$ cat src/rtl/sccd_pkg.sv
// ----------------------------------------------------------------------------
// sccd_pkg
// Types and constants shared by the slotted CSMA/CD node engine.
// ----------------------------------------------------------------------------
package sccd_pkg;

    // Node phase codes as reported on the result channel.
    typedef enum logic [2:0] {
        PH_DROP    = 3'd0,
        PH_BACKOFF = 3'd1,
        PH_SENSE   = 3'd2,
        PH_TX      = 3'd3,
        PH_ACK     = 3'd4,
        PH_TIMEOUT = 3'd5
    } phase_t;

    // Configuration register indexes.
    localparam logic [1:0] REG_MIN_EXPONENT      = 2'd0;
    localparam logic [1:0] REG_MAX_EXPONENT      = 2'd1;
    localparam logic [1:0] REG_ACK_TIMEOUT_SLOTS = 2'd2;

    localparam int RAND_W = 10;
    localparam int EXP_W  = 4;
    localparam int TX_W   = 5;
    localparam int ACK_W  = 3;
    localparam int TO_W   = 4;
    localparam int BUSY_W = 16;
    localparam int CNT_W  = 32;

    typedef struct packed {
        logic [EXP_W-1:0] min_exponent;
        logic [EXP_W-1:0] max_exponent;
        logic [TO_W-1:0]  ack_timeout_slots;
    } cfg_t;

    // One node's stored entry.
    typedef struct packed {
        phase_t            phase;
        logic [EXP_W-1:0]  exponent;
        logic [RAND_W-1:0] backoff_left;
        logic              sense_ready;
        logic [TO_W-1:0]   timeout_left;
        logic [TX_W-1:0]   tx_left;
        logic [ACK_W-1:0]  ack_left;
    } node_entry_t;

    // Effects of one visit on the shared counters.
    typedef struct packed {
        logic busy_inc;
        logic busy_dec;
        logic success;
        logic failure;
    } step_events_t;

    // Keep the low k bits of a draw; k of ten or more keeps all of it.
    function automatic logic [RAND_W-1:0] draw_bits(logic [RAND_W-1:0] r,
                                                    logic [EXP_W:0] k);
        logic [RAND_W-1:0] mask;
        for (int i = 0; i < RAND_W; i++) begin
            mask[i] = ((EXP_W+1)'(i) < k);
        end
        return r & mask;
    endfunction

endpackage

$ cat src/rtl/sccd_node_step.sv
// ----------------------------------------------------------------------------
// sccd_node_step
// Next-state logic for one visit to one node.
// ----------------------------------------------------------------------------
module sccd_node_step #(
    parameter int TX_SLOTS  = 10,
    parameter int ACK_SLOTS = 2
) (
    input  sccd_pkg::cfg_t                     cfg,
    input  logic                               started,
    input  sccd_pkg::node_entry_t              entry_in,
    input  logic [sccd_pkg::RAND_W-1:0]        rand_start,
    input  logic [sccd_pkg::RAND_W-1:0]        rand_retry,
    input  logic signed [sccd_pkg::BUSY_W-1:0] busy_latched,
    output sccd_pkg::node_entry_t              entry_out,
    output logic                               started_out,
    output sccd_pkg::step_events_t             events
);

    localparam logic [sccd_pkg::TX_W-1:0]  TX_INIT  = sccd_pkg::TX_W'(TX_SLOTS);
    localparam logic [sccd_pkg::ACK_W-1:0] ACK_INIT = sccd_pkg::ACK_W'(ACK_SLOTS);

    sccd_pkg::node_entry_t         cur;
    logic [sccd_pkg::EXP_W:0]      k_retry;
    logic                          latched_zero;
    logic                          latched_one;

    always_comb begin
        // A node that has not started loads a fresh entry before stepping.
        cur = entry_in;
        if (!started) begin
            cur.exponent     = cfg.min_exponent;
            cur.backoff_left = sccd_pkg::draw_bits(rand_start, {1'b0, cfg.min_exponent});
            cur.timeout_left = cfg.ack_timeout_slots;
            cur.sense_ready  = 1'b1;
            cur.tx_left      = TX_INIT;
            cur.ack_left     = ACK_INIT;
            cur.phase        = (cur.backoff_left == '0) ? sccd_pkg::PH_SENSE
                                                        : sccd_pkg::PH_BACKOFF;
        end

        latched_zero = (busy_latched == '0);
        latched_one  = (busy_latched == sccd_pkg::BUSY_W'(1));
        k_retry      = {1'b0, cur.exponent} + (sccd_pkg::EXP_W+1)'(1);

        entry_out   = cur;
        started_out = started;
        events      = '0;

        case (cur.phase)
            sccd_pkg::PH_BACKOFF: begin
                started_out = 1'b1;
                if (cur.backoff_left == '0) begin
                    entry_out.phase = sccd_pkg::PH_SENSE;
                end else begin
                    entry_out.backoff_left = cur.backoff_left - sccd_pkg::RAND_W'(1);
                end
            end
            sccd_pkg::PH_SENSE: begin
                started_out = 1'b1;
                if (cur.sense_ready && latched_zero) begin
                    entry_out.sense_ready = 1'b0;
                    entry_out.phase       = sccd_pkg::PH_TX;
                    events.busy_inc       = 1'b1;
                end else begin
                    entry_out.exponent = k_retry[sccd_pkg::EXP_W-1:0];
                    if (k_retry <= {1'b0, cfg.max_exponent}) begin
                        entry_out.backoff_left = sccd_pkg::draw_bits(rand_retry, k_retry);
                        entry_out.phase        = sccd_pkg::PH_BACKOFF;
                    end else begin
                        entry_out.phase = sccd_pkg::PH_DROP;
                    end
                end
            end
            sccd_pkg::PH_TX: begin
                if (cur.tx_left != TX_INIT && cur.tx_left == sccd_pkg::TX_W'(1)) begin
                    entry_out.phase = sccd_pkg::PH_ACK;
                    events.busy_dec = 1'b1;
                end else begin
                    entry_out.tx_left = cur.tx_left - sccd_pkg::TX_W'(1);
                end
            end
            sccd_pkg::PH_ACK: begin
                if (latched_zero) begin
                    events.busy_inc = 1'b1;
                end else if (latched_one) begin
                    if (cur.ack_left != ACK_INIT && cur.ack_left == sccd_pkg::ACK_W'(1)) begin
                        events.busy_dec = 1'b1;
                        events.success  = 1'b1;
                        started_out     = 1'b0;
                    end else begin
                        entry_out.ack_left = cur.ack_left - sccd_pkg::ACK_W'(1);
                    end
                end else begin
                    entry_out.phase = sccd_pkg::PH_TIMEOUT;
                end
            end
            sccd_pkg::PH_TIMEOUT: begin
                if (cur.timeout_left == sccd_pkg::TO_W'(1)) begin
                    events.failure  = 1'b1;
                    events.busy_dec = 1'b1;
                    started_out     = 1'b0;
                end else begin
                    entry_out.timeout_left = cur.timeout_left - sccd_pkg::TO_W'(1);
                    entry_out.phase        = sccd_pkg::PH_ACK;
                end
            end
            default: begin
                // A dropped node stays as it is.
            end
        endcase
    end

endmodule

$ cat src/rtl/slotted_csma_cd_node_engine.sv
// ----------------------------------------------------------------------------
// slotted_csma_cd_node_engine
// Slotted CSMA/CD node engine with binary exponential backoff.
// ----------------------------------------------------------------------------
//
//   Channel   Direction  Handshake          Payload
//   -------   ---------  -----------------  ---------------------------------
//   s_        in         s_valid/s_ready    rand_start, rand_retry
//   m_        out        m_valid/m_ready    node_index, node_phase, slot_done,
//                                           channel_busy, successes,
//                                           failures, attempts
//   cfg_      in         cfg_wr_en          cfg_index, cfg_wdata
//
// One input transfer is taken every cycle while s_ready is high; each
// produces one result. Acceptance reads the visited node's entry from the
// node memory (registered read) into the visit stage, which then runs the
// visit logic and loads the result register. Reset (synchronous, active
// low) needs no clearing pass: the started bits live in flip-flops. A
// stall on the result side fills the visit stage and then holds s_ready low.
//
// Each input transfer visits the next node in round-robin order. A full
// pass over the nodes forms one slot; after its last node the shared busy
// count is latched into the channel-busy value seen by the next slot.
// ----------------------------------------------------------------------------
module slotted_csma_cd_node_engine #(
    parameter int NUM_NODES = 16,
    parameter int TX_SLOTS  = 10,
    parameter int ACK_SLOTS = 2
) (
    input  logic                               aclk,
    input  logic                               aresetn,

    input  logic                               cfg_wr_en,
    input  logic [1:0]                         cfg_index,
    input  logic [3:0]                         cfg_wdata,

    input  logic                               s_valid,
    output logic                               s_ready,
    input  logic [9:0]                         s_rand_start,
    input  logic [9:0]                         s_rand_retry,

    output logic                               m_valid,
    input  logic                               m_ready,
    output logic [3:0]                         m_node_index,
    output logic [2:0]                         m_node_phase,
    output logic                               m_slot_done,
    output logic signed [15:0]                 m_channel_busy,
    output logic [31:0]                        m_successes,
    output logic [31:0]                        m_failures,
    output logic [31:0]                        m_attempts
);

    localparam int NODE_W = (NUM_NODES > 1) ? $clog2(NUM_NODES) : 1;
    localparam logic [NODE_W-1:0] LAST_NODE = NODE_W'(NUM_NODES - 1);

    // Configuration registers.
    sccd_pkg::cfg_t cfg_reg;

    always_ff @(posedge aclk) begin
        if (!aresetn) begin
            cfg_reg.min_exponent      <= 4'd3;
            cfg_reg.max_exponent      <= 4'd5;
            cfg_reg.ack_timeout_slots <= 4'd3;
        end else if (cfg_wr_en) begin
            case (cfg_index)
                sccd_pkg::REG_MIN_EXPONENT:      cfg_reg.min_exponent      <= cfg_wdata;
                sccd_pkg::REG_MAX_EXPONENT:      cfg_reg.max_exponent      <= cfg_wdata;
                sccd_pkg::REG_ACK_TIMEOUT_SLOTS: cfg_reg.ack_timeout_slots <= cfg_wdata;
                default: begin
                    // Writes beyond the register list are ignored.
                end
            endcase
        end
    end

    // Handshake control. The visit stage fires when the result register is
    // free or is being emptied in the same cycle.
    logic                   visit_valid_reg;
    logic                   out_valid_reg;
    logic                   s_xfer;
    logic                   visit_fire;

    assign visit_fire = visit_valid_reg && (!out_valid_reg || m_ready);
    assign s_ready    = !visit_valid_reg || visit_fire;
    assign s_xfer     = s_valid && s_ready;

    // Issue pointer: the node the next accepted transfer will visit.
    logic [NODE_W-1:0]      ptr_reg;
    logic [NODE_W-1:0]      ptr_next;

    assign ptr_next = (ptr_reg == LAST_NODE) ? '0 : ptr_reg + NODE_W'(1);

    // Visit stage registers.
    logic [NODE_W-1:0]      node_reg;
    logic [9:0]             rand_start_reg;
    logic [9:0]             rand_retry_reg;

    // Node memory with registered read. When the entry being read is the
    // one written in the same cycle (only with a single node), the freshly
    // written entry is forwarded instead.
    sccd_pkg::node_entry_t  node_mem [NUM_NODES];
    sccd_pkg::node_entry_t  rd_data_reg;
    sccd_pkg::node_entry_t  fwd_data_reg;
    logic                   fwd_reg;
    sccd_pkg::node_entry_t  entry_cur;
    sccd_pkg::node_entry_t  entry_next;

    assign entry_cur = fwd_reg ? fwd_data_reg : rd_data_reg;

    always_ff @(posedge aclk) begin
        if (visit_fire) begin
            node_mem[node_reg] <= entry_next;
        end
        if (s_xfer) begin
            rd_data_reg  <= node_mem[ptr_reg];
            fwd_data_reg <= entry_next;
        end
    end

    // Started bits are cleared by reset, so unwritten entries are never used.
    logic [NUM_NODES-1:0]   started_reg;
    logic                   started_cur;
    logic                   started_upd;
    sccd_pkg::step_events_t events;

    assign started_cur = started_reg[node_reg];

    // Shared counters.
    logic signed [15:0]     busy_count_reg;
    logic signed [15:0]     busy_count_next;
    logic signed [15:0]     busy_latched_reg;
    logic [31:0]            success_total_reg;
    logic [31:0]            failure_total_reg;
    logic [31:0]            attempt_total_reg;
    logic                   last_visit;

    assign last_visit = (node_reg == LAST_NODE);

    always_comb begin
        busy_count_next = busy_count_reg;
        if (events.busy_inc) begin
            busy_count_next = busy_count_reg + 16'sd1;
        end else if (events.busy_dec) begin
            busy_count_next = busy_count_reg - 16'sd1;
        end
    end

    sccd_node_step #(
        .TX_SLOTS  (TX_SLOTS),
        .ACK_SLOTS (ACK_SLOTS)
    ) u_step (
        .cfg          (cfg_reg),
        .started      (started_cur),
        .entry_in     (entry_cur),
        .rand_start   (rand_start_reg),
        .rand_retry   (rand_retry_reg),
        .busy_latched (busy_latched_reg),
        .entry_out    (entry_next),
        .started_out  (started_upd),
        .events       (events)
    );

    // Result payload registers.
    logic [3:0]             out_node_index_reg;
    sccd_pkg::phase_t       out_phase_reg;
    logic                   out_slot_done_reg;
    logic [31:0]            node_wide;

    assign node_wide = 32'(node_reg);

    always_ff @(posedge aclk) begin
        if (!aresetn) begin
            visit_valid_reg   <= 1'b0;
            out_valid_reg     <= 1'b0;
            ptr_reg           <= '0;
            fwd_reg           <= 1'b0;
            started_reg       <= '0;
            busy_count_reg    <= '0;
            busy_latched_reg  <= '0;
            success_total_reg <= '0;
            failure_total_reg <= '0;
            attempt_total_reg <= '0;
        end else begin
            if (s_xfer) begin
                visit_valid_reg <= 1'b1;
                ptr_reg         <= ptr_next;
                fwd_reg         <= visit_fire && (node_reg == ptr_reg);
            end else if (visit_fire) begin
                visit_valid_reg <= 1'b0;
            end

            if (visit_fire) begin
                out_valid_reg         <= 1'b1;
                started_reg[node_reg] <= started_upd;
                busy_count_reg        <= busy_count_next;
                if (last_visit) begin
                    busy_latched_reg <= busy_count_next;
                end
                if (events.success) begin
                    success_total_reg <= success_total_reg + 32'd1;
                end
                if (events.failure) begin
                    failure_total_reg <= failure_total_reg + 32'd1;
                end
                if (events.success || events.failure) begin
                    attempt_total_reg <= attempt_total_reg + 32'd1;
                end
            end else if (m_ready) begin
                out_valid_reg <= 1'b0;
            end
        end
    end

    always_ff @(posedge aclk) begin
        if (s_xfer) begin
            node_reg       <= ptr_reg;
            rand_start_reg <= s_rand_start;
            rand_retry_reg <= s_rand_retry;
        end
        if (visit_fire) begin
            out_node_index_reg <= node_wide[3:0];
            out_phase_reg      <= entry_next.phase;
            out_slot_done_reg  <= last_visit;
        end
    end

    // The shared counters change only when a new result is loaded, so they
    // drive the result ports directly.
    assign m_valid        = out_valid_reg;
    assign m_node_index   = out_node_index_reg;
    assign m_node_phase   = out_phase_reg;
    assign m_slot_done    = out_slot_done_reg;
    assign m_channel_busy = busy_latched_reg;
    assign m_successes    = success_total_reg;
    assign m_failures     = failure_total_reg;
    assign m_attempts     = attempt_total_reg;

endmodule

$ cat config.mk
export PLATFORM = sky130hd
export DESIGN_NAME = slotted_csma_cd_node_engine
export DESIGN_NICKNAME = d
export VERILOG_FILES = /design/src/rtl/sccd_pkg.sv /design/src/rtl/sccd_node_step.sv /design/src/rtl/slotted_csma_cd_node_engine.sv
export SDC_FILE = /design/constraint.sdc
export NUM_CORES = 1
export LEC_CHECK = 0
export ABC_AREA = 1
export BUFFER_PORTS_ARGS = -buffer_cell sky130_fd_sc_hd__buf_2
export CAP_MARGIN = 20
export CORE_UTILIZATION = 25
export DETAILED_ROUTE_END_ITERATION = 16
export GPL_TIMING_DRIVEN = 1
export PLACE_DENSITY = 0.35
export SLEW_MARGIN = 30
export SYNTH_ARGS = -nofsm -noshare
export SYNTH_HDL_FRONTEND = slang
export SYNTH_SLANG_ARGS = --single-unit
$ cat constraint.sdc
create_clock -name aclk -period 4.35 [get_ports aclk]
set_clock_uncertainty 0.15 [all_clocks]
set_input_delay 0.6525 -clock aclk [delete_from_list [all_inputs] [get_ports aclk]]
set_output_delay 0.6525 -clock aclk [all_outputs]
set_load 0.05 [all_outputs]
==> impl_results.md <==
* Status: finished clean
* Mapped Area at about 33,000 um^2
* Largest area contributor in the netlist: edfxtp_1
* Core ar. at between 100,000 and 150,000 um^2
* CTS tree: built
* Hold Path Class: in -> reg
* TritonCTS buffer count at 89
* Tot GR Track Use at approximately 17%
* Vias/cell at 4.604
* Ys async rst share at 0%
* Worst vdd ir at between 0.0002 and 0.0003 V
* RSZ-0062 raised after global routing: false
* Util after Layout at a little under a third
* First-pass GRT wire length at 164.0 mm
* Die height at around 360 um
* Drt wl/cell at 21.34 um
* Final period util at 90.56%
* Crit path kind: reg -> reg
* Grt met2 use at 27.21%
* Post-Route WL at 112.0 mm
* Synthesis Warnings at 0
* Max-cap violation count at 0
* DR pass1 iterations at 5
* Clk sink count at ~740
* Worst rel slew slack at roughly two fifths
* Max-slew violation count at 0
* Std cell rows at 132
* Final Hold Fails at 0
* Multi-input gate area at 10,990 um^2
* Reg with most FFs: node_mem
* Final Cell Area at 39,330 um^2
* Max Clk Rate at 0.2539 GHz
* Worst EP arrival at between 4 and 5 ns
* Register Area at between 20,000 and 25,000 um^2
* Worst Setup SP: node_reg[1]$_DFFE_PP_
* Routed Antenna Nets at 0
* Port bufs at 152
* Total number of vias at 24,160
* Grt ovf at 0
* Die ar. at 132,800 um^2
* Worst endpoint required time at 4.49 ns
* R2R Path Start: node_reg[1]$_DFFE_PP_
* P_leak at 13.80 nW
* Initial Util at 25.26%
* Yosys reg bits at 735
* Max reg flops at 480
* Share of layout cells above drive strength 1 at 13.73%
* Post-Syn Area per Cell at slightly above 10 um^2
* Area after DPL at 36,120 um^2
* Synth Net Count at 3,272
* Largest net degree at the start of global routing at about 110
* Critical Path Sink Type: flip-flop
* Htree depth at 3
* Initial DRC count at around 1,400
* Syn Inst Count at ~3,200
* Worst Tran Pin Value at 0.8776 ns
* GR peak layer: met2
* Crit path time final at 3.939 ns
* Top cells by area, synth: edfxtp_1, dfxtp_1, nand2_1
* Worst-path clk slew at around 0.06 ns
* Ports at 153
* Syn-to-layout area delta at 19.78%
* Die width at 364.4 um
* Clock Latency Late Sink at 0.70 ns
* Post-synthesis sequential area ratio at 62.25%
* HPWL after DPL at 69.22 mm
* Pwr per Cell Area at between 400 and 500 nW/um^2
* CTS Root Cell: clkbuf_16
* Final layout net count at 3,478
* EDFF count, synth at 572
* CP startpoint kind: flip-flop
* Final worst slack at 0.4107 ns
* GR Util met1 at 23.29%
* Synth unique cells at just over 50
* Crit path max fanout at 17
* Residual DRC count at 0
* Setup violators final at 0
* Vias in the first global route at ~24,000
* Synth top area share at a little over half
* Initial antenna violation count at 0
* Clk buf depth at 3
* Hold_sp: s_rand_start[2]
* GPL Wtd Cong at 0.8386
* Met3 Usage GRT at 2.303%
* Top FF cell, synth: edfxtp_1
* Filler cells at 13,600
* Pre-CTS setup slack at approximately 0.37 ns
* Setup TNS at 0 ns
cell families (layout without fill, tap and decap cells):
logic type | after synthesis | in the layout | synth area share [%]
xor gates and xnor gates | 81 | 81 | 2.160
adders and majority gates | 20 | 20 | 0.7621
and+or+nand+nor | 1435 | 1435 | 18.91
buffers and inverters | 377 | 660 | 4.652
AOI/OAI and AO/OA | 515 | 515 | 9.495
muxes | 58 | 58 | 1.768
other | 0 | 2 | 0
DFF | 735 | 735 | 62.25
synthesized netlist by cell type, types with 2 or more instances:
library cell  number
nand2_1          620
edfxtp_1         572
nor2_1           440
inv_1            208
o21ai_0          184
nand3_1          172
dfxtp_1          163
a21oi_1          137
clkbuf_1         112
nor3_1            76
o32ai_1           66
xor2_1            65
mux2i_1           58
o221ai_1          54
o21ai_1           38
nand4_1           33
nor4_1            27
ha_1              20
inv_2             16
xnor2_1           16
buf_2             15
nand2_2           14
o211ai_1          14
a31oi_1            9
nand2_4            9
buf_6              8
nor2_2             8
buf_1              6
o21a_1             6
nor3b_1            5
buf_4              4
clkinv_1           4
nor3_2             4
o21ai_2            4
or2_2              4
inv_4              3
nand3_2            3
nand3_4            3
nand3b_1           3
nor2_4             3
nor3b_2            3
and3_1             2
nor2_8             2
area by class of cell:
class	instances	share of cell area, %
diodes	2	0.01273
clock buffers	114	6.216
clock inverters	54	1.470
inverters	231	2.249
multi-input cells	2109	27.94
flip-flops and latches	735	51.99
well taps	1742	5.542
repair buffers	261	4.575
worst max-delay path, cell delays in order, from the launching register on:
cell and delay [ns]:
edfxtp_1 0.49, inv_1 0.21, nand2_1 0.08, nand2_1 0.07, nand2_1 0.08, nand2_4 0.16, inv_2 0.06, nand2_4 0.13
nand2_1 0.07, o21ai_1 0.18, nand4_1 0.12, nand2_1 0.21, inv_1 0.09, ha_1 0.27, nand2_1 0.08, nor2_1 0.05
a21oi_1 0.12, nand2_1 0.06, nand2_1 0.14, buf_4 0.21, nand3_1 0.08, nand3_1 0.09, nand2_1 0.34
path summary, 6_finish.rpt:
check	end	slack, ns	cells past startpoint
hold / removal	rand_start_reg[2]$_DFFE_PP_	0.06	1
hold reg to reg	m_attempts[2]$_SDFFE_PN0P_	0.34	1
setup / recovery	node_mem[9][14]$_DFFE_PP_	0.41	22
setup reg to reg	node_mem[9][14]$_DFFE_PP_	0.41	22
through the flow:
stage                     total power (W)  hold slack, ns  cells
final                             0.01685         0.05680   5248
after global routing              0.01748         0.02053   5246
after CTS                         0.01710        0.006552   5246
after detailed placement         0.009252          0.3190   5060
after global placement           0.009271          0.3170   5060
after floorplan                  0.008760          0.2706   3221
report_power, final:
part	switching, W	internal (W)
Sequential	0.0000781	0.00778
Combinational	0.000886	0.000349
Clock	0.00312	0.00463
Total	0.00408	0.0128
layout by cell type, fill, tap and decap left out, types with 33 or more instances in the layout:
cell type / Yosys / routed
clkbuf_16: 0 / 92
edfxtp_1: 572 / 572
buf_4: 4 / 77
buf_2: 15 / 152
o21ai_0: 184 / 180
nand4_1: 33 / 33
dfxtp_1: 163 / 159
nor2_1: 440 / 426
nand2_1: 620 / 618
o32ai_1: 66 / 66
nand3_1: 172 / 172
mux2i_1: 58 / 58
xor2_1: 65 / 65
nor3_1: 76 / 73
a21oi_1: 137 / 137
o21ai_1: 38 / 42
o221ai_1: 54 / 54
inv_1: 208 / 206
layer usage:
| metal | wire length, um | up-vias |
|---|---|---|
| met5 | 0 | - |
| met4 | 2187 | 0 |
| met3 | 3934 | 118 |
| met2 | 51660 | 409 |
| met1 | 54220 | 11920 |
| li1 | - | 11710 |
repair_timing:
action / 4_1_cts / 5_1_grt
setup buffers: 0 / 0
setup endpoints to repair: 0 / 34
endpoints found under the hold margin: 18 / 0
hold buffers: 18 / 0
resized for setup: 0 / 2
Note: power is estimated with default switching activity, not from simulation.
